--- config.mk ---
export PLATFORM = sky130hd
export DESIGN_NAME = dpaf_serializer
export DESIGN_NICKNAME = d
export VERILOG_FILES = /design/src/design/dpaf_pkg.sv /design/src/design/dpaf_serializer.sv
export SDC_FILE = /design/constraint.sdc
export NUM_CORES = 1
export LEC_CHECK = 0
export ABC_CLOCK_PERIOD_IN_PS = 5300
export BUFFER_PORTS_ARGS = -buffer_cell sky130_fd_sc_hd__buf_4
export CAP_MARGIN = 20
export CORE_ASPECT_RATIO = 0.8
export CORE_MARGIN = 3
export CORE_UTILIZATION = 35
export CTS_BUF_LIST = sky130_fd_sc_hd__clkbuf_8
export CTS_CLUSTER_SIZE = 16
export DETAILED_ROUTE_END_ITERATION = 10
export RECOVER_POWER = 50
export SLEW_MARGIN = 10
export SYNTH_ARGS = -nofsm -noshare
export SYNTH_HDL_FRONTEND = slang
export SYNTH_SLANG_ARGS = --single-unit
export TNS_END_PERCENT = 5
--- constraint.sdc ---
create_clock -name clk -period 5.3 [get_ports clk]
set_clock_uncertainty 0.2 [all_clocks]
set_input_delay 0.265 -clock clk [delete_from_list [all_inputs] [get_ports clk]]
set_output_delay 0.265 -clock clk [all_outputs]
set_load 0.02 [all_outputs]
--- src/design/dpaf_pkg.sv ---
`default_nettype none
// ----------------------------------------------------------------------------
// dpaf_pkg
// Shared widths, character codes and pipeline types of the decimal pair
// ASCII formatter.
// ----------------------------------------------------------------------------
package dpaf_pkg;

    localparam int VALUE_W         = 14;
    localparam int CHAR_W          = 8;
    localparam int BCD_DIGITS      = 5;
    localparam int BCD_W           = 4 * BCD_DIGITS;
    localparam int STEPS_PER_STAGE = 4;
    localparam int DABBLE_STAGES   = (VALUE_W + STEPS_PER_STAGE - 1) / STEPS_PER_STAGE;
    localparam int DIGITS_DEFAULT  = 4;

    localparam logic [CHAR_W-1:0] ASCII_ZERO    = 8'd48;
    localparam logic [CHAR_W-1:0] ASCII_SPACE   = 8'd32;
    localparam logic [CHAR_W-1:0] ASCII_NEWLINE = 8'd10;

    typedef struct packed {
        logic [BCD_W-1:0]   bcd;
        logic [VALUE_W-1:0] bin;
    } work_t;

    typedef struct packed {
        work_t a;
        work_t b;
    } pair_work_t;

    function automatic logic [31:0] pow10(input int n);
        logic [31:0] p;
        p = 32'd1;
        for (int i = 0; i < n; i++)
        begin
            p = p * 32'd10;
        end
        return p;
    endfunction

endpackage
`default_nettype wire

--- src/design/dpaf_serializer.sv ---
`default_nettype none
// ----------------------------------------------------------------------------
// dpaf_serializer
// Holds one converted pair and sends its line one character a beat
// through an output register.
// ----------------------------------------------------------------------------
module dpaf_serializer
    import dpaf_pkg::*;
#(
    parameter int DIGITS = DIGITS_DEFAULT
)
(
    input  wire logic              clk,
    input  wire logic              rst_n,
    input  wire logic              in_valid,
    output      logic              in_ready,
    input  wire logic [BCD_W-1:0]  first_bcd,
    input  wire logic [BCD_W-1:0]  second_bcd,
    output      logic              out_valid,
    input  wire logic              out_ready,
    output      logic [CHAR_W-1:0] character,
    output      logic              last_char
);

    localparam int LINE_LEN = 2 * DIGITS + 2;
    localparam int POS_W    = $clog2(LINE_LEN);
    localparam logic [POS_W-1:0] LAST_POS = POS_W'(LINE_LEN - 1);

    logic              line_valid_reg;
    logic              line_valid_next;
    logic [BCD_W-1:0]  first_reg;
    logic [BCD_W-1:0]  first_next;
    logic [BCD_W-1:0]  second_reg;
    logic [BCD_W-1:0]  second_next;
    logic [POS_W-1:0]  pos_reg;
    logic [POS_W-1:0]  pos_next;
    logic              char_valid_reg;
    logic              char_valid_next;
    logic [CHAR_W-1:0] char_reg;
    logic [CHAR_W-1:0] char_next;
    logic              last_reg;
    logic              last_next;
    logic              load_out;
    logic              emit;
    logic              at_end;
    logic [CHAR_W-1:0] sel_char;

    function automatic logic [CHAR_W-1:0] digit_char(input logic [BCD_W-1:0] bcd,
                                                     input int idx);
        logic [3:0] d;
        d = 4'd0;
        for (int k = 0; k < BCD_DIGITS; k++)
        begin
            if (k == idx)
            begin
                d = bcd[4*k +: 4];
            end
        end
        return ASCII_ZERO + {{(CHAR_W - 4){1'b0}}, d};
    endfunction

    assign load_out  = !char_valid_reg || out_ready;
    assign emit      = load_out && line_valid_reg;
    assign at_end    = (pos_reg == LAST_POS);
    assign in_ready  = !line_valid_reg || (emit && at_end);
    assign out_valid = char_valid_reg;
    assign character = char_reg;
    assign last_char = last_reg;

    always_comb
    begin
        int p;
        p = int'(pos_reg);
        if (p < DIGITS)
        begin
            sel_char = digit_char(first_reg, DIGITS - 1 - p);
        end
        else if (p == DIGITS)
        begin
            sel_char = ASCII_SPACE;
        end
        else if (p < LINE_LEN - 1)
        begin
            sel_char = digit_char(second_reg, 2 * DIGITS - p);
        end
        else
        begin
            sel_char = ASCII_NEWLINE;
        end
    end

    always_comb
    begin
        line_valid_next = line_valid_reg;
        first_next      = first_reg;
        second_next     = second_reg;
        pos_next        = pos_reg;
        char_valid_next = char_valid_reg;
        char_next       = char_reg;
        last_next       = last_reg;
        if (emit)
        begin
            if (at_end)
            begin
                line_valid_next = 1'b0;
            end
            else
            begin
                pos_next = pos_reg + POS_W'(1);
            end
        end
        if (in_valid && in_ready)
        begin
            line_valid_next = 1'b1;
            first_next      = first_bcd;
            second_next     = second_bcd;
            pos_next        = '0;
        end
        if (load_out)
        begin
            char_valid_next = line_valid_reg;
            char_next       = sel_char;
            last_next       = at_end;
        end
    end

    always_ff @(posedge clk or negedge rst_n)
    begin
        if (!rst_n)
        begin
            line_valid_reg <= 1'b0;
            pos_reg        <= '0;
            char_valid_reg <= 1'b0;
        end
        else
        begin
            line_valid_reg <= line_valid_next;
            pos_reg        <= pos_next;
            char_valid_reg <= char_valid_next;
        end
    end

    always_ff @(posedge clk)
    begin
        first_reg  <= first_next;
        second_reg <= second_next;
        char_reg   <= char_next;
        last_reg   <= last_next;
    end

endmodule
`default_nettype wire

======== After elaboration in Yosys (flattened, before gate mapping) ========
Cells that the tools add are included.
storage, ports and cells
  bits in registers ....................... 55
  input bits .............................. 44
  output and inout bits ................... 11
  logic and storage cells ................. 61
cells by class
  add/sub/neg operators ................... 5
  $lt $le $gt $ge ......................... 2
  equality and inequality tests ........... 11
  multiplexer cells ....................... 23
  reduce and logical (&&, ||, !) cells .... 13
operators by type and width
  operator             number
  $mux 4               17
  $logic_not 32->1     2
  $mux 7               3
  $eq 3x5->1 const A   4
  $add 6x4->7 const A  2
  $eq 2x5->1 const A   2
  $eq 4x5->1 const A   2
  $eq 4x4->1 const B   2
  $sub 2x4->5 const A  1
  $sub 4x4->5 const A  1
  $add 4x1->4 const B  1
  $lt 4x3->1 const B   1
  $lt 4x4->1 const B   1
  $reduce_and 2->1     2
  $reduce_bool 2->1    2
  $logic_and 1x1->1    3
  $mux 1               3
  $logic_not 1->1      2
  $logic_or 1x1->1     2
  $ne 2x1->1 const B   1

======== Depth between registers and ports, before layout ========
  depth in word-level cells ............... 14
  depth in mapped cells ................... 7
  gate-level depth less buffers ........... 6

======== Worst setup path before layout ========
OpenSTA, ideal clock, no wires.
  path kind ............................... flip-flop to flip-flop
  start ................................... register pos_reg[1]
  end ..................................... register first_reg[0], enable pin
  data arrival time ....................... 2.836 ns
  data required time ...................... 4.668 ns
  path slack .............................. 1.832 ns
  stages on the path, launching flop included .. 7
  path buffers ............................ 1
  period minus slack after synthesis ...... 3.468 ns
  path through ............................ dfrtp_1 -> inv_1 -> ha_1 -> buf_2 -> nand3b_1 -> nand2b_1 -> a21oi_1
between the ends
  cells in the longest elaborated chain, start to end .. 4
RTL lines
  element                   line                    text
  start: declaration        dpaf_serializer.sv:35   logic [POS_W-1:0] pos_reg;
  start signal: assignment  dpaf_serializer.sv:138  pos_reg <= pos_next;
  $eq 4x4->1                dpaf_serializer.sv:64   assign at_end = (pos_reg == LAST_POS);
  $logic_and 1x1->1         dpaf_serializer.sv:65   assign in_ready = !line_valid_reg || (emit && at_end);
  $logic_or 1x1->1          dpaf_serializer.sv:65
  $logic_and 1x1->1         dpaf_serializer.sv:112  if (in_valid && in_ready)
  end signal: assignment    dpaf_serializer.sv:145  first_reg <= first_next;
  end: declaration          dpaf_serializer.sv:31   logic [BCD_W-1:0] first_reg;
Every way passes these cells.
A chain may end at the register's enable or synchronous reset.

======== Worst setup path after layout ========
  start ................................... register pos_reg[1]
  end ..................................... register first_reg[3], enable pin
The elaborated chain is that of the path after synthesis.

==> summary.md <==
| Metric | Value |
|---|---|
| Setup-failing EPs final | 0 |
| Post-DP HPWL | approximately 2.7 mm |
| Async S/R FF share, synth | a little over an eighth |
| Post-CTS Hold Fix Bufs | 33 |
| Post-Syn Area | about 1900 µm² |
| # diodes | 0 |
| Die Width | 89.1 µm |
| Number of flops mapped to enable cells by yosys | 39 |
| Area Overhead vs Synth | 40.6% |
| Max FO, Critical Path | 32 |
| Slew Viols, Final | 0 |
| Hold slack | around 0.038 ns |
| Die area | between 6000 and 7000 µm² |
| GP Congestion | ~0.8 |
| Synth cell types | 39 |
| Core Util, Final | 52.5% |
| Synth Instances | 132 |
| Initial antenna violation count | 0 |
| DRC viols | 0 |
| Endpoints failing hold | 0 |
| Maxcap violations | 0 |
| Initial Utilization | between 30% and 40% |
| Clk Latency, worst-skew pair | a little under 0.3 ns |
| Vias | 1,359 |
| Hold Path Class | primary input to register |
| GRT Util Overall | 13.9% |
| CP Capture Type | register |
| Most frequent cells in the layout | edfxtp_1 (39), dlygate4sd3_1 (33), clkbuf_4 (32), clkbuf_1 (9) |
| Slew @ Worst Pin | slightly below 0.7 ns |
| Routed len/inst | between 10 and 15 µm |
| Flip-flop and latch count after synthesis | 45 |
| Core footprint | just over 5000 µm² |
| TNS Setup | 0 ns |
| Worst EP arrival | between 2 and 2.5 ns |
| Power Internal | approximately 0.78 mW |
| Non-filler cells, final | 273 |
| Cell Rows | 23 |
| Fmax | between 300 and 400 MHz |
| Synth Area per Inst | 14.7 µm² |
| Clock slew at the register clock pins of the worst setup and hold paths | roughly 0.080 ns |
| Total grt overflow | 0 |
| Fraction of layout cells with a size suffix above 1 | between 20 and 25% |
| CTS tree | built |
| Slew margin rel. | 54.5% |
| Status | finished clean |
| Final net count | around 260 |
| Yosys warning count | 0 |
| RSZ-0062 raised after global routing | no |
| Pre-antenna DRT Iters | 5 |
| Vias in the first global route | 1,444 |
| Setup bufs post-CTS | 0 |
| DRT antenna net count | 0 |
| Avg Vias per Cell | around 5 |
| Placed cell area | about 2300 µm² |
| VDD IR max | 0.000186 V |
| Switching power | between 0.4 and 0.5 mW |
| Final cell area excluding filler cells | 2720 µm² |
| Ys flop type | edfxtp_1 |
| Clock share of power | roughly a fifth |
| H-tree levels | 2 |
| Static leakage | 1.04 nW |
| Root Buffer | clkbuf_8 |
| Final WS setup | between 2 and 3 ns |
| Final Power | roughly 1.2 mW |
| Setup Crit Path Kind | register to register |
| Crit start category | register |
| Ports | 55 |
| Resize count post-CTS | 0 |
| Clk sinks | 45 |
| Commonest non-fill, non-tap cell in the layout | edfxtp_1 |
| Dpl ws | between 2 and 3 ns |
| Pwr/cell area | approximately 440 nW/µm² |
| Switching portion of total power | between 30% and 40% |
| Critical Path RT | between 5 and 6 ns |
| Clock buffers created by TritonCTS | 5 |
| Largest net degree at the start of global routing | 33 |
| Comb power frac | 35.1% |
| Placed Cells | 233 |
| Starting DRC count in detailed routing | 45 |
| Sequential share of the synthesized area | between 60% and 70% |
| Final period util | 50.1% |
| Die H | ~72 µm |
| Min Tclk post-route | 2.66 ns |
| Max clock buf depth | 2 |
| Port-buffer cells | between 40 and 50 |
| Seq pwr share | 43.5% |
| Drt total wl | just under 4 mm |
| Filler cell count | 436 |
| Global-route wire length before repair | around 6.8 mm |
-- cell families after synthesis --
logic type               after synthesis  share of synthesized area (%)
buffers and inverters                 14                           3.49
other                                  1                          0.194
AND/OR/NAND/NOR                       29                           8.86
adder cells (fa/ha/maj)                7                           4.53
flip-flops                            45                           68.3
AO/OA/AOI/OAI                         35                           14.1
multiplexers                           1                          0.517
-- critical path: stages, from the launching register on --
cell and delay, ns:
dfrtp_1 0.48, inv_1 0.18, ha_1 0.41, nand3b_1 0.25
nand2b_1 0.25, a21oi_2 0.16, buf_4 0.37
-- power groups by stage --
stage	sequential, mW	clock, mW	combinational (mW)
2_1_floorplan	0.524	0	0.285
3_3_place_gp	0.521	0	0.411
3_5_place_dp	0.524	0	0.419
4_1_cts	0.516	0.258	0.441
5_1_grt	0.527	0.276	0.469
6_report	0.515	0.253	0.416
-- path summary, 6_finish.rpt --
check	cells past startpoint	from	endpoint	slack, ns
setup / recovery	6	pos_reg[1]	first_reg[3]	2.64
hold / removal	3	in_valid	line_valid_reg	0.04
setup reg to reg	6	pos_reg[1]	first_reg[3]	2.64
hold reg to reg	2	first_reg[14]	character[2]	0.36
max in group asynchronous	2	rst_n	pos_reg[0]	4.48
min in group asynchronous	2	rst_n	pos_reg[1]	0.18
-- layout make-up --
class,count,area [µm²],area share (%)
clock buffers,5,68.8,2.53
clock inverters,2,38.8,1.43
inverters,7,26.3,0.966
multi-input cells,74,553,20.3
flip-flops and latches,45,1320,48.6
well taps,62,77.6,2.85
repair buffers,78,634,23.3
-- routing by layer --
| layer | global-route usage [%] | part of all wire, % | routed length, µm | up-vias |
|---|---|---|---|---|
| li1 | - | - | - | 663 |
| met1 | 19.0 | 44 | 1760 | 657 |
| met2 | 21.8 | 50 | 1970 | 35 |
| met3 | 3.75 | 4.8 | 190 | 4 |
| met4 | 3.80 | 1.0 | 40 | 0 |
| met5 | 0 | 0 | 0 | - |
-- Yosys cell counts (2+ instances only) --
cell type,number,area [µm²]
edfxtp_1,39,1170
ha_1,7,87.6
inv_1,7,26.3
nand2_1,7,26.3
nand2b_1,7,43.8
dfrtp_1,6,150
a221oi_1,5,43.8
o21ai_0,5,25.0
a21oi_1,4,20.0
a221o_1,4,40.0
buf_2,3,15.0
buf_4,3,22.5
nand3_1,3,15.0
o22ai_1,3,18.8
o31ai_1,3,22.5
a22o_1,2,17.5
a32oi_1,2,17.5
Power figures use the tool's default switching activity.
