$ cat config.mk
export PLATFORM = sky130hd
export DESIGN_NAME = dpaf_dabble_stage
export DESIGN_NICKNAME = d
export VERILOG_FILES = /design/src/design/dpaf_pkg.sv /design/src/design/dpaf_dabble_stage.sv
export SDC_FILE = /design/constraint.sdc
export NUM_CORES = 1
export LEC_CHECK = 0
export BUFFER_PORTS_ARGS = -buffer_cell sky130_fd_sc_hd__buf_2
export CAP_MARGIN = 20
export CORE_ASPECT_RATIO = 0.7
export CORE_MARGIN = 2
export CORE_UTILIZATION = 57
export DETAILED_ROUTE_END_ITERATION = 7
export GPL_ROUTABILITY_DRIVEN = 0
export PLACE_DENSITY = 0.83
export SYNTH_ARGS = -nofsm -noshare
export SYNTH_HDL_FRONTEND = slang
export SYNTH_SLANG_ARGS = --single-unit
export TNS_END_PERCENT = 50
$ cat constraint.sdc
create_clock -name clk -period 3.02 [get_ports clk]
set_clock_uncertainty 0.05 [all_clocks]
set_input_delay 0.151 -clock clk [delete_from_list [all_inputs] [get_ports clk]]
set_output_delay 0.151 -clock clk [all_outputs]
set_load 0.01 [all_outputs]
$ cat src/design/dpaf_pkg.sv
`default_nettype none
// ----------------------------------------------------------------------------
// dpaf_pkg
// Shared widths, character codes and pipeline types of the decimal pair
// ASCII formatter.
// ----------------------------------------------------------------------------
package dpaf_pkg;

    localparam int VALUE_W         = 14;
    localparam int CHAR_W          = 8;
    localparam int BCD_DIGITS      = 5;
    localparam int BCD_W           = 4 * BCD_DIGITS;
    localparam int STEPS_PER_STAGE = 4;
    localparam int DABBLE_STAGES   = (VALUE_W + STEPS_PER_STAGE - 1) / STEPS_PER_STAGE;
    localparam int DIGITS_DEFAULT  = 4;

    localparam logic [CHAR_W-1:0] ASCII_ZERO    = 8'd48;
    localparam logic [CHAR_W-1:0] ASCII_SPACE   = 8'd32;
    localparam logic [CHAR_W-1:0] ASCII_NEWLINE = 8'd10;

    typedef struct packed {
        logic [BCD_W-1:0]   bcd;
        logic [VALUE_W-1:0] bin;
    } work_t;

    typedef struct packed {
        work_t a;
        work_t b;
    } pair_work_t;

    function automatic logic [31:0] pow10(input int n);
        logic [31:0] p;
        p = 32'd1;
        for (int i = 0; i < n; i++)
        begin
            p = p * 32'd10;
        end
        return p;
    endfunction

endpackage
`default_nettype wire

$ cat src/design/dpaf_dabble_stage.sv
`default_nettype none
// ----------------------------------------------------------------------------
// dpaf_dabble_stage
// One register stage of the binary to BCD conversion: NSTEPS
// shift-and-add-three steps on both values.
// ----------------------------------------------------------------------------
module dpaf_dabble_stage
    import dpaf_pkg::*;
#(
    parameter int NSTEPS = STEPS_PER_STAGE
)
(
    input  wire logic       clk,
    input  wire logic       rst_n,
    input  wire logic       in_valid,
    output      logic       in_ready,
    input  wire pair_work_t in_data,
    output      logic       out_valid,
    input  wire logic       out_ready,
    output      pair_work_t out_data
);

    logic       valid_reg;
    logic       valid_next;
    pair_work_t data_reg;
    pair_work_t data_next;

    function automatic work_t dabble(input work_t w);
        work_t r;
        r = w;
        for (int s = 0; s < NSTEPS; s++)
        begin
            for (int k = 0; k < BCD_DIGITS; k++)
            begin
                if (r.bcd[4*k +: 4] >= 4'd5)
                begin
                    r.bcd[4*k +: 4] = r.bcd[4*k +: 4] + 4'd3;
                end
            end
            r = {r.bcd[BCD_W-2:0], r.bin, 1'b0};
        end
        return r;
    endfunction

    assign in_ready  = !valid_reg || out_ready;
    assign out_valid = valid_reg;
    assign out_data  = data_reg;

    always_comb
    begin
        valid_next = valid_reg;
        data_next  = data_reg;
        if (in_ready)
        begin
            valid_next  = in_valid;
            data_next.a = dabble(in_data.a);
            data_next.b = dabble(in_data.b);
        end
    end

    always_ff @(posedge clk or negedge rst_n)
    begin
        if (!rst_n)
        begin
            valid_reg <= 1'b0;
        end
        else
        begin
            valid_reg <= valid_next;
        end
    end

    always_ff @(posedge clk)
    begin
        data_reg <= data_next;
    end

endmodule
`default_nettype wire

== Word level (Yosys, flattened, before mapping) ==
Index checks and enable logic that the tools add are counted.

* Flip-flop bits (word level): 61
* Input port bits: 72
* Output and inout port bits: 70

* Add/subtract/negate cells: 40
* $lt $le $gt $ge: 40
* Muxes and demuxes: 70
* Reductions and logical operators: 2

{| class="wikitable"
|+ Operators with widths
! kind !! number
|-
| 2-to-1 mux 4 bit || 56
|-
| >= comparator 4 x 3 -> 1 bit, second input constant || 40
|-
| adder 4 x 2 -> 4 bit, second input constant || 32
|-
| 2-to-1 mux 3 bit || 14
|-
| adder 3 x 2 -> 3 bit, second input constant || 8
|-
| logical NOT 1 bit || 1
|-
| logical OR 1 bit || 1
|}

== Depth between registers and ports, before layout ==
* Word-level depth: 11
* Gate-level depth with buffers: 19

== Worst setup path before layout ==
Ideal clock, no wire load.

* Path type: input -> register
* From: input in_data[19] (netlist name)
* To: register data_reg, in the netlist out_data[26] (data pin)
* Setup time: 256 ps
* Data arrival time: 3048 ps
* Required time: 2714 ps
* Setup slack: -335 ps
* Stages: 16
* Cells stage by stage: inv_1 -> ha_1 -> nand2b_1 -> a21oi_2 -> mux2_2 -> or3_4 -> nand2_4 -> inv_2 -> buf_6 -> ha_1 -> a221oi_1 -> o2bb2ai_1 -> buf_2 -> a2111oi_0 -> a2111o_1 -> nor2_1

* Longest elaborated chain between the ends: 11

{| class="wikitable"
|+ Ends and longest elaborated chain
! element !! line !! RTL
|-
| start, declared || dpaf_dabble_stage.sv:17 || <nowiki>input wire pair_work_t in_data,</nowiki>
|-
| adder 4 x 2 -> 4 bit / >= comparator 4 x 3 -> 1 bit (equally long branches) || dpaf_dabble_stage.sv:37, dpaf_dabble_stage.sv:35 ||
|-
| 2-to-1 mux 4 bit (*) || dpaf_dabble_stage.sv:35 || <nowiki>if (r.bcd[4*k +: 4] >= 4'd5)</nowiki>
|-
| 2-to-1 mux 4 bit (*) || dpaf_dabble_stage.sv:53 || <nowiki>if (in_ready)</nowiki>
|-
| adder 4 x 2 -> 4 bit / >= comparator 4 x 3 -> 1 bit (equally long branches) || dpaf_dabble_stage.sv:37, dpaf_dabble_stage.sv:35 ||
|-
| 2-to-1 mux 4 bit || dpaf_dabble_stage.sv:35 ||
|-
| 2-to-1 mux 4 bit || dpaf_dabble_stage.sv:53 ||
|-
| adder 4 x 2 -> 4 bit / >= comparator 4 x 3 -> 1 bit (equally long branches) || dpaf_dabble_stage.sv:37, dpaf_dabble_stage.sv:35 ||
|-
| 2-to-1 mux 4 bit || dpaf_dabble_stage.sv:35 ||
|-
| 2-to-1 mux 4 bit || dpaf_dabble_stage.sv:53 ||
|-
| adder 4 x 2 -> 4 bit / >= comparator 4 x 3 -> 1 bit (equally long branches) || dpaf_dabble_stage.sv:37, dpaf_dabble_stage.sv:35 ||
|-
| 2-to-1 mux 4 bit (*) || dpaf_dabble_stage.sv:35 ||
|-
| end signal, assigned || dpaf_dabble_stage.sv:75 || <nowiki>data_reg <= data_next;</nowiki>
|-
| end, declared || dpaf_dabble_stage.sv:25 || <nowiki>pair_work_t data_reg;</nowiki>
|}

Every way passes the cells marked *; elsewhere a longest branch is shown, timed or not. The select of a mux whose other input is x is not followed.
A chain may end at the register's enable or synchronous reset.

== Worst setup path after layout ==
* From: input in_data[22] (netlist name)
* To: register data_reg, in the netlist out_data[29] (data pin)

The elaborated chain is that of the path after synthesis.

==> results.yml <==
clocking:
  clk_pin_slew_ns: 0.06
  root_buffer: "clkbuf_16"
  clock_sinks: 61
  cts_tree: "yes"
  cts_buffers: 9
  htree_levels: 3
  clockBufferDepth: 2
  worst_skew_pair.late_latency_ns: 0.33
pwr:
  finalPower_mw: 5.155
  pwr_density_cell_nw_per_um2: 553.5
  leakagePower_nw: 4.101
  vdd_drop_max_uv: 344.4
synth:
  syn_inst: 814
  synth-simple-area-share_pct: 18.24
  ys_seq_area_share_pct: 26.71
  ys_ff_latch: 61
  postSynth.asyncResetShare_pct: 1.639
  synthXorXnorAreaFrac_pct: 4.116
  synth_top_family_by_area: "compound AO/OA/AOI/OAI gates"
  synth.area.mux_share_pct: 6.859
  ys.flop_type: "edfxtp_1"
  synthAdderAreaFrac_pct: 6.914
  synth_area_um2: 6840
  synth_edf_count: 60
  synth_warnings: 0
  synth-compound-area-share_pct: 30.38
  avgSynthCellArea_um2: 8.403
  ys_types: 101
sta:
  max_freq_ghz: 0.3315
  rsz0062_at_grt: "true"
  finalCritPeriodShare_pct: 99.88
  setup_viol: 0
  min_period_ns: 3.016
  finalHoldViolCount: 0
  slew_viol_final: 0
  slew_headroom_pct: 38.87
  fin_setup_tns_ns: 0
  tightestPinTransition_ns: 0.9170
routing:
  drtIter0Drc: 599
  wl_per_cell_um: 16.36
  antenna_left: 0
  vias_per_cell: 5.853
  vias: 7270
  first_pass_iters: 6
  wirelength_um: 20320
  route.detailed.drc: 0
global_route:
  overflow: 0
  antenna_found_initial: 0
  track_usage_pct: 29.07
  first_global_vias: 6473
  grt_pass1_wl_um: 30600
  grt_start_max_net_pins: 63
critical_path:
  cp.required_ns: 3.13
  path_class: "in -> reg"
  path_max_fanout: 8
  arrival_ns: 3.13
  crit_path_end_kind: "register"
  cp-start-kind: "input port"
  rr_worst_depth: 1
  reg2reg_slack_ns: 1.47
floorplan:
  dieArea_um2: 12910
  start_util_pct: 58.54
  die_x_um: 134.9
  ios: 142
  die_y_um: 95.66
  rows: 33
  coreArea_um2: 11690
cells_and_area:
  stdcell_count: 1242
  drive_gt1_share_pct: 37.79
  area_growth_pct: 36.14
  fill_cells: 733
  n_antenna_cell: 0
  layout.nets: 1189
place:
  dp_hpwl_um: 13800
  port_buffers: 133
  dp_cells: 1200
job:
  maxCapViolCount: 0
hold_path:
  hold_class: "in -> async"
outcome:
  status: "complete, no violations"
[report_power, final]
| group | internal [mW] | switching [mW] | total (mW) |
|---|---|---|---|
| clock | 0.719 | 0.400 | 1.12 |
| sequential | 1.22 | 0.0588 | 1.28 |
| combinational | 1.26 | 1.50 | 2.75 |
[worst max-delay path, stage by stage]
cell and delay, ns:
buf_2 0.11, inv_1 0.06, ha_1 0.24, buf_4 0.16, and2b_1 0.18, nor3_1 0.37, a21o_2 0.17, buf_4 0.16
a31oi_1 0.11, ha_1 0.24, o21ai_0 0.07, o21ai_0 0.11, a221o_1 0.41, a32oi_2 0.28, mux2i_2 0.29
[cells in the mapped netlist (4+ instances only)]
| master | instances | area [um2] |
|---|---|---|
| a211oi_2 | 4 | 50.05 |
| a21oi_2 | 8 | 70.07 |
| or2_2 | 5 | 31.28 |
| nor4_1 | 5 | 31.28 |
| o211ai_1 | 14 | 105.1 |
| nor3b_1 | 4 | 30.03 |
| or3_1 | 4 | 25.02 |
| a31o_2 | 5 | 43.79 |
| nor3_1 | 15 | 75.07 |
| buf_4 | 12 | 90.09 |
| nand2_1 | 81 | 304.0 |
| mux2i_2 | 5 | 68.82 |
| ha_1 | 37 | 462.9 |
| inv_2 | 4 | 15.01 |
| inv_1 | 47 | 176.4 |
| mux2_2 | 10 | 112.6 |
| nor2_1 | 63 | 236.5 |
| nand2b_1 | 23 | 143.9 |
| o21ai_0 | 56 | 280.3 |
| o21ai_1 | 18 | 90.09 |
| o21bai_1 | 5 | 37.54 |
| o21a_1 | 10 | 75.07 |
| a21oi_1 | 61 | 305.3 |
| a211o_1 | 5 | 43.79 |
| a22oi_1 | 5 | 37.54 |
| mux2i_1 | 25 | 250.2 |
| xnor2_1 | 18 | 157.7 |
| and2_1 | 7 | 43.79 |
| a211oi_1 | 10 | 75.07 |
| xnor2_2 | 6 | 97.59 |
| clkbuf_1 | 18 | 67.56 |
| nand3_1 | 16 | 80.08 |
| edfxtp_1 | 60 | 1802 |
| a221oi_1 | 6 | 52.55 |
| and2b_1 | 4 | 30.03 |
| o22ai_1 | 6 | 37.54 |
| a31oi_1 | 13 | 81.33 |
| buf_2 | 10 | 50.05 |
| nor2b_1 | 4 | 25.02 |
| a21o_1 | 6 | 45.04 |
[metal layers]
layer | vias up | part of all wire, % | track usage (%)
met3 | 37 | 6.6 | 4.306
met5 | - | 0 | 0
met4 | 0 | 1.8 | 6.510
met2 | 301 | 48 | 48.82
met1 | 3389 | 44 | 40.02
li1 | 3543 | - | -
[state kept, by name, summed over array words and instances (netlist names)]
name       flops
out_data      60
out_valid      1
[logic make-up after synthesis]
group           after synthesis
mux                          42
buf+inv                     100
other cells                   1
fa+ha+maj                    38
compound gates              291
flops                        61
xor+xnor                     27
simple gates                254
[worst paths after layout]
kind	startpoint	to
min in group clk	in_data[13]	out_data[17]$_DFFE_PP_
worst min-delay path	rst_n	out_valid$_DFFE_PN0P_
worst max-delay path	in_data[22]	out_data[29]$_DFFE_PP_
worst max register to register	out_valid$_DFFE_PN0P_	out_data[21]$_DFFE_PP_
worst min register to register	out_valid$_DFFE_PN0P_	out_valid$_DFFE_PN0P_
max in group asynchronous	rst_n	out_valid$_DFFE_PN0P_
[cell usage in the layout, fill, tap and decap left out, types with 11 or more instances in the layout]
| master | count |
|---|---|
| nor2_1 | 61 |
| buf_2 | 133 |
| edfxtp_1 | 60 |
| nand2_1 | 81 |
| mux2i_1 | 21 |
| nand2b_1 | 20 |
| xnor2_1 | 15 |
| dlygate4sd3_1 | 24 |
| o211ai_1 | 14 |
| inv_1 | 44 |
| a31oi_1 | 11 |
| o21ai_1 | 18 |
| nor3_1 | 15 |
| ha_1 | 30 |
| buf_4 | 138 |
| a21oi_1 | 58 |
| nand3_1 | 16 |
| o21ai_0 | 53 |
[metrics by stage]
| step | hold slack [ns] | area (um2) | setup WS, ns | utilization (%) |
|---|---|---|---|---|
| floorplan | -0.1946 | 6904 | -0.1505 | - |
| CTS | 0.06294 | 9085 | 0.01001 | 77.75 |
| global placement | -0.1248 | 8537 | -0.2105 | 73.06 |
| finish | 0.07280 | 9313 | 0.003657 | 79.70 |
| global route | 0.07716 | 9313 | -0.1261 | 79.70 |
| detailed placement | -0.1234 | 8537 | -0.3323 | 73.06 |
[area by class of cell]
type / count / area, um2 / area share, %
Inverter: 52 / 195.2 / 2.096
Multi-Input combinational cell: 660 / 4833 / 51.90
Timing Repair Buffer: 296 / 1953 / 20.97
Tap cell: 157 / 196.4 / 2.109
Clock buffer: 11 / 232.7 / 2.499
Clock inverter: 5 / 75.07 / 0.8061
Sequential cell: 61 / 1827 / 19.62
[what timing repair did]
action                                  in CTS  in global routing
hold buffers                                24                  0
endpoints found under the setup margin       0                 15
setup buffers                                0                  2
gates resized for setup                      0                 46
hold endpoints to repair                    24                  0
(Power assumes the default switching activity.)
