<file path="config.mk">
export PLATFORM = sky130hd
export DESIGN_NAME = dpaf_sat_stage
export DESIGN_NICKNAME = d
export VERILOG_FILES = /design/src/design/dpaf_pkg.sv /design/src/design/dpaf_sat_stage.sv
export SDC_FILE = /design/constraint.sdc
export NUM_CORES = 1
export LEC_CHECK = 0
export CAP_MARGIN = 20
export CORE_MARGIN = 3
export CORE_UTILIZATION = 55
export DETAILED_ROUTE_END_ITERATION = 8
export DONT_BUFFER_PORTS = 1
export GPL_TIMING_DRIVEN = 0
export HOLD_SLACK_MARGIN = 0.15
export PLACE_DENSITY = 0.69
export SYNTH_ARGS = -nofsm -noshare
export SYNTH_HDL_FRONTEND = slang
export SYNTH_SLANG_ARGS = --single-unit
export TNS_END_PERCENT = 20
</file>
<file path="constraint.sdc">
create_clock -name clk -period 2.5 [get_ports clk]
set_input_delay 0.5 -clock clk [delete_from_list [all_inputs] [get_ports clk]]
set_output_delay 0.5 -clock clk [all_outputs]
set_load 0.02 [all_outputs]
</file>
<file path="src/design/dpaf_pkg.sv">
`default_nettype none
// ----------------------------------------------------------------------------
// dpaf_pkg
// Shared widths, character codes and pipeline types of the decimal pair
// ASCII formatter.
// ----------------------------------------------------------------------------
package dpaf_pkg;

    localparam int VALUE_W         = 14;
    localparam int CHAR_W          = 8;
    localparam int BCD_DIGITS      = 5;
    localparam int BCD_W           = 4 * BCD_DIGITS;
    localparam int STEPS_PER_STAGE = 4;
    localparam int DABBLE_STAGES   = (VALUE_W + STEPS_PER_STAGE - 1) / STEPS_PER_STAGE;
    localparam int DIGITS_DEFAULT  = 4;

    localparam logic [CHAR_W-1:0] ASCII_ZERO    = 8'd48;
    localparam logic [CHAR_W-1:0] ASCII_SPACE   = 8'd32;
    localparam logic [CHAR_W-1:0] ASCII_NEWLINE = 8'd10;

    typedef struct packed {
        logic [BCD_W-1:0]   bcd;
        logic [VALUE_W-1:0] bin;
    } work_t;

    typedef struct packed {
        work_t a;
        work_t b;
    } pair_work_t;

    function automatic logic [31:0] pow10(input int n);
        logic [31:0] p;
        p = 32'd1;
        for (int i = 0; i < n; i++)
        begin
            p = p * 32'd10;
        end
        return p;
    endfunction

endpackage
`default_nettype wire

</file>
<file path="src/design/dpaf_sat_stage.sv">
`default_nettype none
// ----------------------------------------------------------------------------
// dpaf_sat_stage
// First pipeline stage: clamps both values to the largest printable value
// and seeds the shift-and-add-three work words.
// ----------------------------------------------------------------------------
module dpaf_sat_stage
    import dpaf_pkg::*;
#(
    parameter int DIGITS = DIGITS_DEFAULT
)
(
    input  wire logic               clk,
    input  wire logic               rst_n,
    input  wire logic               in_valid,
    output      logic               in_ready,
    input  wire logic [VALUE_W-1:0] first_value,
    input  wire logic [VALUE_W-1:0] second_value,
    output      logic               out_valid,
    input  wire logic               out_ready,
    output      pair_work_t         out_data
);

    localparam logic [31:0] CAP = pow10(DIGITS) - 32'd1;

    logic       valid_reg;
    logic       valid_next;
    pair_work_t data_reg;
    pair_work_t data_next;

    function automatic logic [VALUE_W-1:0] clamp(input logic [VALUE_W-1:0] v);
        logic [31:0] wide;
        wide = {{(32 - VALUE_W){1'b0}}, v};
        if (wide > CAP)
        begin
            return CAP[VALUE_W-1:0];
        end
        return v;
    endfunction

    assign in_ready  = !valid_reg || out_ready;
    assign out_valid = valid_reg;
    assign out_data  = data_reg;

    always_comb
    begin
        valid_next = valid_reg;
        data_next  = data_reg;
        if (in_ready)
        begin
            valid_next     = in_valid;
            data_next.a.bcd = '0;
            data_next.a.bin = clamp(first_value);
            data_next.b.bcd = '0;
            data_next.b.bin = clamp(second_value);
        end
    end

    always_ff @(posedge clk or negedge rst_n)
    begin
        if (!rst_n)
        begin
            valid_reg <= 1'b0;
        end
        else
        begin
            valid_reg <= valid_next;
        end
    end

    always_ff @(posedge clk)
    begin
        data_reg <= data_next;
    end

endmodule
`default_nettype wire

</file>
# Word-level counts from Yosys, hierarchy flattened
# Cells that the tools add are included.
# op_classes
magnitude_cmp	2
muxes	8
n_reduce_logical	2
# ops
operator	count
14-bit 2-to-1 mux	4
14-bit > comparator (second input constant)	2
1-bit 2-to-1 mux	4
1-bit zero test	1
1-bit logical OR	1
# word_totals
reg_bits	29
in_bits	32
output_inout_bits	70
elab_cells	15

# Logic depth before layout (Yosys ltp)
# Gate-level depths: netlist of run 1.
# logic_depth
ltp_word	4
mapped_depth	3
mapped_depth_nobuf	2

# Worst setup path after synthesis of run 1
# No wires, ideal clock.
# synth_timing
path_type	in2out
from	input out_ready
to	output in_ready
t_arrival_ps	1376
required_ps	2000
slack_ps	624
stages	1
path_buffers	0
path_cell_list	nand2b_1
# synth_via
elab_chain_len	1
# synth_lines
element	line_no	rtl
start, declared	dpaf_sat_stage.sv:20	input wire logic out_ready,
1-bit logical OR	dpaf_sat_stage.sv:41	assign in_ready = !valid_reg || out_ready;
end, declared	dpaf_sat_stage.sv:16	output logic in_ready,
# Every way passes these cells.

# Final worst setup path of run 1
# layout_timing
from	register valid_reg (netlist: out_valid)
to	output in_ready
# layout_via
elab_chain_len	2
# layout_lines
element	line_no	rtl
start, declared	dpaf_sat_stage.sv:26	logic valid_reg;
start signal, assigned	dpaf_sat_stage.sv:67	valid_reg <= valid_next;
1-bit zero test	dpaf_sat_stage.sv:41	
1-bit logical OR	dpaf_sat_stage.sv:41	
# Every way passes these cells.

==> results of run 1 <==
[layout by cell type, fill, tap and decap left out]
cell           synthesis  routed
nor4_4                 2       2
nand4_2                2       2
edfxtp_1              28      28
dlygate4sd3_1          0       1
inv_1                  8       8
dfrtp_1                1       1
and3_1                 8       8
buf_16                 0       1
clkbuf_8               0       2
nand2b_1               8       8
clkinv_2               0       1
conb_1                 1      40
o21ai_2                2       2
clkbuf_1               2       2
clkbuf_4               0       5
and2b_2                2       2
buf_4                 40      40
buf_6                  2       2
o211ai_1               8       8
and2b_1                2       2
[metrics by stage]
stage	hold slack, ns	cell area [sq um]	power [uW]	utilization (%)
detailed placement	0.204	1720	817	67.6
finish	0.295	1800	1130	70.7
global placement	0.204	1690	806	66.5
floorplan	0.204	1650	794	-
CTS	0.290	1800	1130	70.7
global route	0.297	1800	1170	70.7
[flip-flops by register name, indices dropped and copies added, names as in the netlist]
signal	cells
out_valid	1
out_data	28
[worst max-delay path: stages (launching register included)]
cell and delay (ns):
dfrtp_1 0.47, nand2b_1 0.62, buf_16 0.24
[area by class of cell]
class | instances | area, sq um
Sequential cell | 29 | 866
Fill cell | 174 | 746
Multi-Input combinational cell | 74 | 428
Buffer | 44 | 330
Clock buffer | 7 | 65.1
Timing Repair Buffer | 2 | 37.5
Tap cell | 30 | 37.5
Inverter | 8 | 30.0
Clock inverter | 1 | 5.00
[final timing paths]
kind	from	cells past startpoint	end	slack, ns
worst max-delay path	out_valid	2	in_ready	0.36
worst min-delay path	in_valid	1	out_valid	0.30
worst max register to register	out_valid	2	out_data[43]	0.89
worst min register to register	out_valid	2	out_valid	1.20
max in group asynchronous	rst_n	1	out_valid	2.01
min in group asynchronous	rst_n	1	out_valid	0.39
[cell families after synthesis]
group / Yosys count / synth area share [%]
AOI/OAI and AO/OA: 10 / 5.15
buffers and inverters: 52 / 23.9
and+or+nand+nor: 24 / 13.3
other: 1 / 0.249
DFF: 29 / 57.4
[power by group]
part,switching [uW],internal [uW]
Clock,155,163
Combinational,94.4,72.0
Sequential,60.8,581
Total,310,816
[per-layer routing]
metal | part of all wire [%] | vias to the layer above
met5 | 0 | -
met3 | 14 | 2
met4 | 0.89 | 0
li1 | - | 415
met2 | 52 | 68
met1 | 33 | 368
[what timing repair did]
action | CTS | global route
endpoints found under the hold margin | 1 | 0
setup buffers | 0 | 0
hold buffers | 1 | 0
==> results.yml, run 1 <==
power_and_ir_drop:
  power.leakage_uw: 0.000861
  powerDensity_nw_per_um2: 626
  vdd_drop_max_mv: 0.393
yosys:
  netlist_area_sq_um: 1510
  synth_top_area_share_pct: 55.8
  syn-instance-count: 116
  yosys.cell_count.top_type: "buf_4"
  yosysWarnings: 0
  async_reset_ff_share_pct: 3.45
  yosysTopAreaCell: "edfxtp_1"
  yosys-top-cells-area: "edfxtp_1 (56%), buf_4 (20%), o211ai_1 (4.0%)"
  synth-edff-count: 28
  synthTopCellsByCount: "buf_4 (40), edfxtp_1 (28)"
  synth_flop_cell: "edfxtp_1"
  avgSynthCellArea_sq_um: 13.0
  synth-seq-cells: 29
  yosysSeqAreaShare_pct: 57.4
  post_synth_num_cell_types: 15
setup_path:
  cp_data_required_time_ns: 2.00
  critPathMaxFanout: 16
  endpoint_kind: "output port"
  crit_type: "flip-flop to output port"
  cp_data_arrival_time_ns: 1.64
  startpoint_type: "flip-flop"
global_route:
  grt_pass1_wl_mm: 3.75
  groute.layer.met3.usage_pct: 8.33
  grt_start_max_net_pins: 17
  grt_pass1_vias: 860
  grt.met1_usage_pct: 14.0
  top_usage_layer: "met2"
  grt.overflow.total: 0
  grt_use_met2_pct: 26.0
  antenna_found_initial: 0
  track_usage_pct: 14.9
cts:
  cts_resized: 0
  insertion_delay_ns: 0.31
  cts_tree: "yes"
  cts_sinks: 29
  clk_path_buf_depth: 2
  clockRootBuffer: "clkbuf_4"
  clk_pin_slew_ns: 0.09
  cts_buffers: 5
  htree_levels: 2
place:
  port_buffers: 0
  place_inst: 186
  gp_congestion: 0.681
  pre_cts_slack_ns: 0.625
  dp_hpwl_mm: 2.10
final_layout:
  syn_to_final_growth_pct: 19.3
  diodes: 0
  drive_gt1_share_pct: 35.8
  nets: 196
  layoutNonFillerInstCount: 195
route:
  first_pass_iters: 4
  drt_iter0_markers: 32
  ant_nets: 0
  viasPerCell: 4.37
  dr_total_vias: 853
  drc_errors: 0
  wire_per_inst_um: 13.3
  routed_wl_mm: 2.59
die:
  fp.dieH_um: 58.4
  ios: 102
  die_w_um: 58.4
  start_util_pct: 59.2
  rows: 18
  core_region_area_sq_um: 2540
  dieArea_sq_um: 3410
sta:
  fin_ws_ns: 0.362
  fmax_mhz: 468
  rsz0062_at_grt: "no"
  slew_headroom_pct: 45.6
  setup_tns_ns: 0
  worstMarginPinSlew_ns: 0.816
  finClkSkew_ns: 0.00370
  fin_crit_ns: 2.14
  finalCritPeriodShare_pct: 85.5
  finalHoldViolations: 0
  setup_viol: 0
  slew_viol_final: 0
hold_path:
  min_path_type: "input port to flip-flop"
flow_run:
  cap_violations: 0
status:
  status: "completed"
No activity file was read; power rests on OpenSTA's default activity.
==> run 2, diff against run 1 <==
--- a/config.mk
+++ b/config.mk
@@ -5,14 +5,15 @@
 export SDC_FILE = /design/constraint.sdc
 export NUM_CORES = 1
 export LEC_CHECK = 0
+export ABC_AREA = 1
 export CAP_MARGIN = 20
 export CORE_MARGIN = 3
-export CORE_UTILIZATION = 55
+export CORE_UTILIZATION = 50
 export DETAILED_ROUTE_END_ITERATION = 8
 export DONT_BUFFER_PORTS = 1
 export GPL_TIMING_DRIVEN = 0
 export HOLD_SLACK_MARGIN = 0.15
-export PLACE_DENSITY = 0.69
+export PLACE_DENSITY = 0.64
 export SYNTH_ARGS = -nofsm -noshare
 export SYNTH_HDL_FRONTEND = slang
 export SYNTH_SLANG_ARGS = --single-unit
==> run 2 against run 1 <==
Critical path depth stayed put. Design area decreased by 1.4%. Clock skew increased by 0.0076 ns. Global-route usage grew 0.34 points. Non-clock buffer count is the same. Hold slack got worse by 0.029 ns.
==> results.yml, run 2 <==
status:
  status: "completed"
power_and_ir_drop:
  combPwrFrac_pct: 15.9
  p_total_uw: 1090
  pwr-share-clk_pct: 25.0
  pwr-share-seq_pct: 59.2
  p_sw_uw: 332
  power.leakage_uw: 0.000945
  p_int_uw: 754
  sw_frac_of_total_pct: 30.6
  powerDensity_nw_per_um2: 612
  vdd_drop_max_mv: 0.226
yosys:
  syn-instance-count: 148
  yosys-top-cells-area: "edfxtp_1 (56%), buf_4 (20%), inv_1 (7.0%)"
  post_synth_num_cell_types: 12
  async_reset_ff_share_pct: 3.45
  synth-edff-count: 28
  synthTopCellsByCount: "buf_4 (40), edfxtp_1 (28), inv_1 (28), nand2_1 (22), a21oi_1 (12)"
  synth-seq-cells: 29
  netlist_area_sq_um: 1500
  yosysSeqAreaShare_pct: 57.7
  synth_top_area_share_pct: 56.0
  synth_flop_cell: "edfxtp_1"
  yosys.cell_count.top_type: "buf_4"
  avgSynthCellArea_sq_um: 10.1
  yosysWarnings: 0
  yosysTopAreaCell: "edfxtp_1"
die:
  rows: 19
  ios: 102
  core_region_area_sq_um: 2810
  die_w_um: 60.8
  start_util_pct: 53.5
  dieArea_sq_um: 3690
  fp.dieH_um: 60.8
final_layout:
  syn_to_final_growth_pct: 18.3
  final_area_sq_um: 1770
  drive_gt1_share_pct: 27.4
  diodes: 0
  final_cell_mix: "buf_4 (40), conb_1 (40), inv_1 (28), edfxtp_1 (28), nand2_1 (22)"
  nets: 228
  largest_register_ffs: 28
sta:
  finalHoldViolations: 0
  rsz0062_at_grt: "no"
  finalCritPeriodShare_pct: 85.2
  worstMarginPinSlew_ns: 0.713
  setup_viol: 0
  finClkSkew_ns: 0.0113
  fmax_mhz: 469
  slew_headroom_pct: 52.4
  fin_crit_ns: 2.13
  slew_viol_final: 0
  setup_tns_ns: 0
global_route:
  grt_pass1_vias: 847
  antenna_found_initial: 0
  grt.overflow.total: 0
  track_usage_pct: 15.2
  grt_pass1_wl_mm: 3.93
  grt_start_max_net_pins: 17
setup_path:
  critPathMaxFanout: 16
  r2r-start: "out_valid"
  crit_type: "flip-flop to output port"
  startpoint_type: "flip-flop"
  critPathLaunch: "out_valid"
  cp_data_required_time_ns: 2.00
  endpoint_kind: "output port"
  cp_data_arrival_time_ns: 1.63
cts:
  post_cts_buffers: 0
  insertion_delay_ns: 0.33
  clk_path_buf_depth: 2
  ctsHoldBuffers: 1
  cts_sinks: 29
  cts_buffers: 5
  cts_resized: 0
  clk_pin_slew_ns: 0.10
  clockRootBuffer: "clkbuf_4"
  htree_levels: 2
  cts_tree: "yes"
route:
  viasPerCell: 3.99
  drt_iter0_markers: 36
  wire_per_inst_um: 11.7
  ant_nets: 0
  drc_errors: 0
  routed_wl_mm: 2.67
  dr_total_vias: 910
  first_pass_iters: 4
place:
  dp_hpwl_mm: 2.02
  port_buffers: 0
  dpl_cell_area_sq_um: 1710
  gp_congestion: 0.667
hold_path:
  hold_start: "in_valid"
  min_path_type: "input port to flip-flop"
flow_run:
  cap_violations: 0
run 2: cell types whose count changed after synthesis, moves of 8 or more:
cell,delta
nand2b_1,-8
inv_1,+20
o211ai_1,-8
nand2_1,+22
nor2_1,+8
and3_1,-8
a21oi_1,+12
run 2: cell families (layout without fill, tap and decap cells):
kind of cell	after synthesis	after routing	synth area share [%]
DFF	29	29	57.7
and+or+nand+nor	34	34	9.84
buffers and inverters	72	82	28.2
AOI/OAI and AO/OA	12	12	4.00
other	1	40	0.250
run 2: power groups by stage:
| stage | Clock [uW] | Sequential, uW | Combinational, uW |
|---|---|---|---|
| CTS | 278 | 643 | 169 |
| global route | 297 | 647 | 191 |
| detailed placement | 0 | 655 | 167 |
| floorplan | 0 | 648 | 149 |
| finish | 271 | 642 | 172 |
| global placement | 0 | 654 | 157 |
run 2: path summary, 6_finish.rpt:
check	endpoint	slack (ns)	cells past startpoint
max reg2reg	out_data[11]	0.92	2
min	out_valid	0.27	2
max	in_ready	0.37	2
max in group asynchronous	out_valid	2.04	1
min in group asynchronous	out_valid	0.36	1
min reg2reg	out_valid	1.16	2
run 2: area by class of cell:
| class | instances | area, sq um |
|---|---|---|
| Fill cell | 245 | 1030 |
| Sequential cell | 29 | 866 |
| Multi-Input combinational cell | 86 | 358 |
| Buffer | 44 | 318 |
| Inverter | 28 | 105 |
| Clock buffer | 6 | 41.3 |
| Tap cell | 31 | 38.8 |
| Timing Repair Buffer | 2 | 37.5 |
| Clock inverter | 2 | 10.0 |
run 2: metrics by stage:
step                      hold WS (ns)  utilization, %  worst slack (ns)  std cells
after CTS                        0.246            63.2             0.344        228
after floorplan                  0.204               -             0.731        187
after global placement           0.204            60.1             0.523        218
after global routing             0.243            63.2             0.226        228
final                            0.266            63.2             0.369        228
after detailed placement         0.204            61.1             0.693        219
run 2: per-layer routing:
layer  up-vias  track usage, %  part of all wire [%]
met4         0            8.36                   2.2
met2        67            25.0                    50
met5         -               0                     0
li1        470               -                     -
met1       367            16.2                    35
met3         6            7.02                    13
run 2: worst max-delay path, cell delays in order (launching register included):
cell and delay (ns):
dfrtp_1 0.47, nand2_1 0.47, buf_16 0.35
==> run 3, diff against run 2 <==
--- a/config.mk
+++ b/config.mk
@@ -5,7 +5,6 @@
 export SDC_FILE = /design/constraint.sdc
 export NUM_CORES = 1
 export LEC_CHECK = 0
-export ABC_AREA = 1
 export CAP_MARGIN = 20
 export CORE_MARGIN = 3
 export CORE_UTILIZATION = 50
==> run 3 against run 2 <==
Sequential power is essentially flat. Critical path depth shrank 1. Register-to-register slack gained 0.12 ns. Clock skew shrank 0.0051 ns. Largest cell class unchanged. Die area grew 0.44%. Setup slack gained 0.23 ns. Final cell count shrank 14%. Global-route usage shrank 1.6 points. Routed wire length shrank 11%. Combinational power shrank 8%. Core utilization grew 0.22 points. Largest power group unchanged.
==> results.yml, run 3 (same netlist as run 1, synthesis figures left out) <==
power_and_ir_drop:
  p_sw_uw: 296
  pwr-share-clk_pct: 30.5
  p_int_uw: 856
  powerDensity_nw_per_um2: 647
  power.leakage_uw: 0.000846
  combPwrFrac_pct: 13.8
  sw_frac_of_total_pct: 25.7
  vdd_drop_max_mv: 0.287
  pwr-share-seq_pct: 55.7
cts:
  cts_buffers: 5
  clk_path_buf_depth: 2
  htree_levels: 2
  post_cts_buffers: 0
  cts_resized: 0
  cts_sinks: 29
  cts_tree: "yes"
  insertion_delay_ns: 0.30
  ctsHoldBuffers: 1
  clk_pin_slew_ns: 0.09
  clockRootBuffer: "clkbuf_4"
sta:
  setup_viol: 0
  slew_headroom_pct: 47.4
  fmax_mhz: 527
  slew_viol_final: 0
  worstMarginPinSlew_ns: 0.789
  fin_crit_ns: 1.90
  finClkSkew_ns: 0.00625
  rsz0062_at_grt: "no"
  finalCritPeriodShare_pct: 75.9
  setup_tns_ns: 0
  finalHoldViolations: 0
global_route:
  grt_start_max_net_pins: 31
  grt.overflow.total: 0
  antenna_found_initial: 0
  grt_pass1_wl_mm: 3.64
  grt_pass1_vias: 793
  track_usage_pct: 13.6
place:
  port_buffers: 0
  place_inst: 186
  dp_hpwl_mm: 1.94
  gp_congestion: 0.686
route:
  drt_iter0_markers: 26
  dr_total_vias: 821
  wire_per_inst_um: 12.2
  viasPerCell: 4.21
  drc_errors: 0
  first_pass_iters: 4
  routed_wl_mm: 2.39
  ant_nets: 0
die:
  rows: 19
  ios: 102
  fp.dieH_um: 60.9
  die_w_um: 60.9
  core_region_area_sq_um: 2810
  start_util_pct: 53.7
  dieArea_sq_um: 3710
setup_path:
  crit_buf_inv: 0
  crit_chain: "nand2b_2"
  slowest_stage: "nand2b_2"
  startpoint_type: "flip-flop"
  path_delay_family: "simple AND/OR/NAND/NOR gates"
  cp_data_required_time_ns: 2.00
  cp_data_arrival_time_ns: 1.40
  endpoint_kind: "output port"
  cpPeakStageDelay_ns: 0.60
  critPathMaxFanout: 30
  crit_type: "flip-flop to output port"
final_layout:
  final_cell_mix: "buf_4 (40), conb_1 (40), edfxtp_1 (28)"
  diodes: 0
  final_core_util_pct: 63.5
  layoutNonFillerInstCount: 195
  syn_to_final_growth_pct: 18.1
  largest_register_ffs: 28
  nets: 195
  drive_gt1_share_pct: 34.8
flow_run:
  cap_violations: 0
status:
  status: "completed"
hold_path:
  min_path_type: "input port to flip-flop"
## run 3: path summary, 6_finish.rpt
path / cells past startpoint / slack (ns) / start / endpoint
worst max-delay path: 1 / 0.60 / out_valid / in_ready
worst min-delay path: 1 / 0.30 / in_valid / out_valid
worst max register to register: 1 / 1.04 / out_valid / out_data[3]
worst min register to register: 2 / 1.23 / out_valid / out_valid
max in group asynchronous: 1 / 2.00 / rst_n / out_valid
min in group asynchronous: 1 / 0.40 / rst_n / out_valid
## run 3: routing by layer
| metal | vias to the layer above | GRT usage [%] | routed length, um |
|---|---|---|---|
| met5 | - | 0 | 0 |
| met2 | 63 | 21.8 | 1240 |
| met1 | 340 | 16.4 | 875 |
| met4 | 0 | 7.43 | 40 |
| li1 | 414 | - | - |
| met3 | 4 | 4.26 | 226 |
## run 3: through the flow
| step | total power, uW | setup WS [ns] | cell area [sq um] | hold WS, ns |
|---|---|---|---|---|
| 6_report | 1150 | 0.602 | 1780 | 0.301 |
| 5_1_grt | 1210 | 0.477 | 1780 | 0.288 |
| 4_1_cts | 1160 | 0.566 | 1780 | 0.282 |
| 3_5_place_dp | 810 | 0.864 | 1700 | 0.204 |
| 3_3_place_gp | 807 | 0.387 | 1690 | 0.204 |
| 2_1_floorplan | 794 | 0.624 | 1650 | 0.204 |
## run 3: area by class of cell
class                           instances  area [sq um]
Buffer                                 44           330
Fill cell                             226          1020
Timing Repair Buffer                    1          10.0
Inverter                                8          30.0
Clock inverter                          2          33.8
Clock buffer                            6          41.3
Tap cell                               31          38.8
Multi-Input combinational cell         74           430
Sequential cell                        29           866
## run 3: power by group through the flow
stage | clock (uW) | sequential (uW) | combinational (uW)
6_report | 351 | 642 | 159
2_1_floorplan | 0 | 648 | 145
3_5_place_dp | 0 | 655 | 155
3_3_place_gp | 0 | 654 | 152
4_1_cts | 363 | 644 | 156
5_1_grt | 387 | 647 | 175
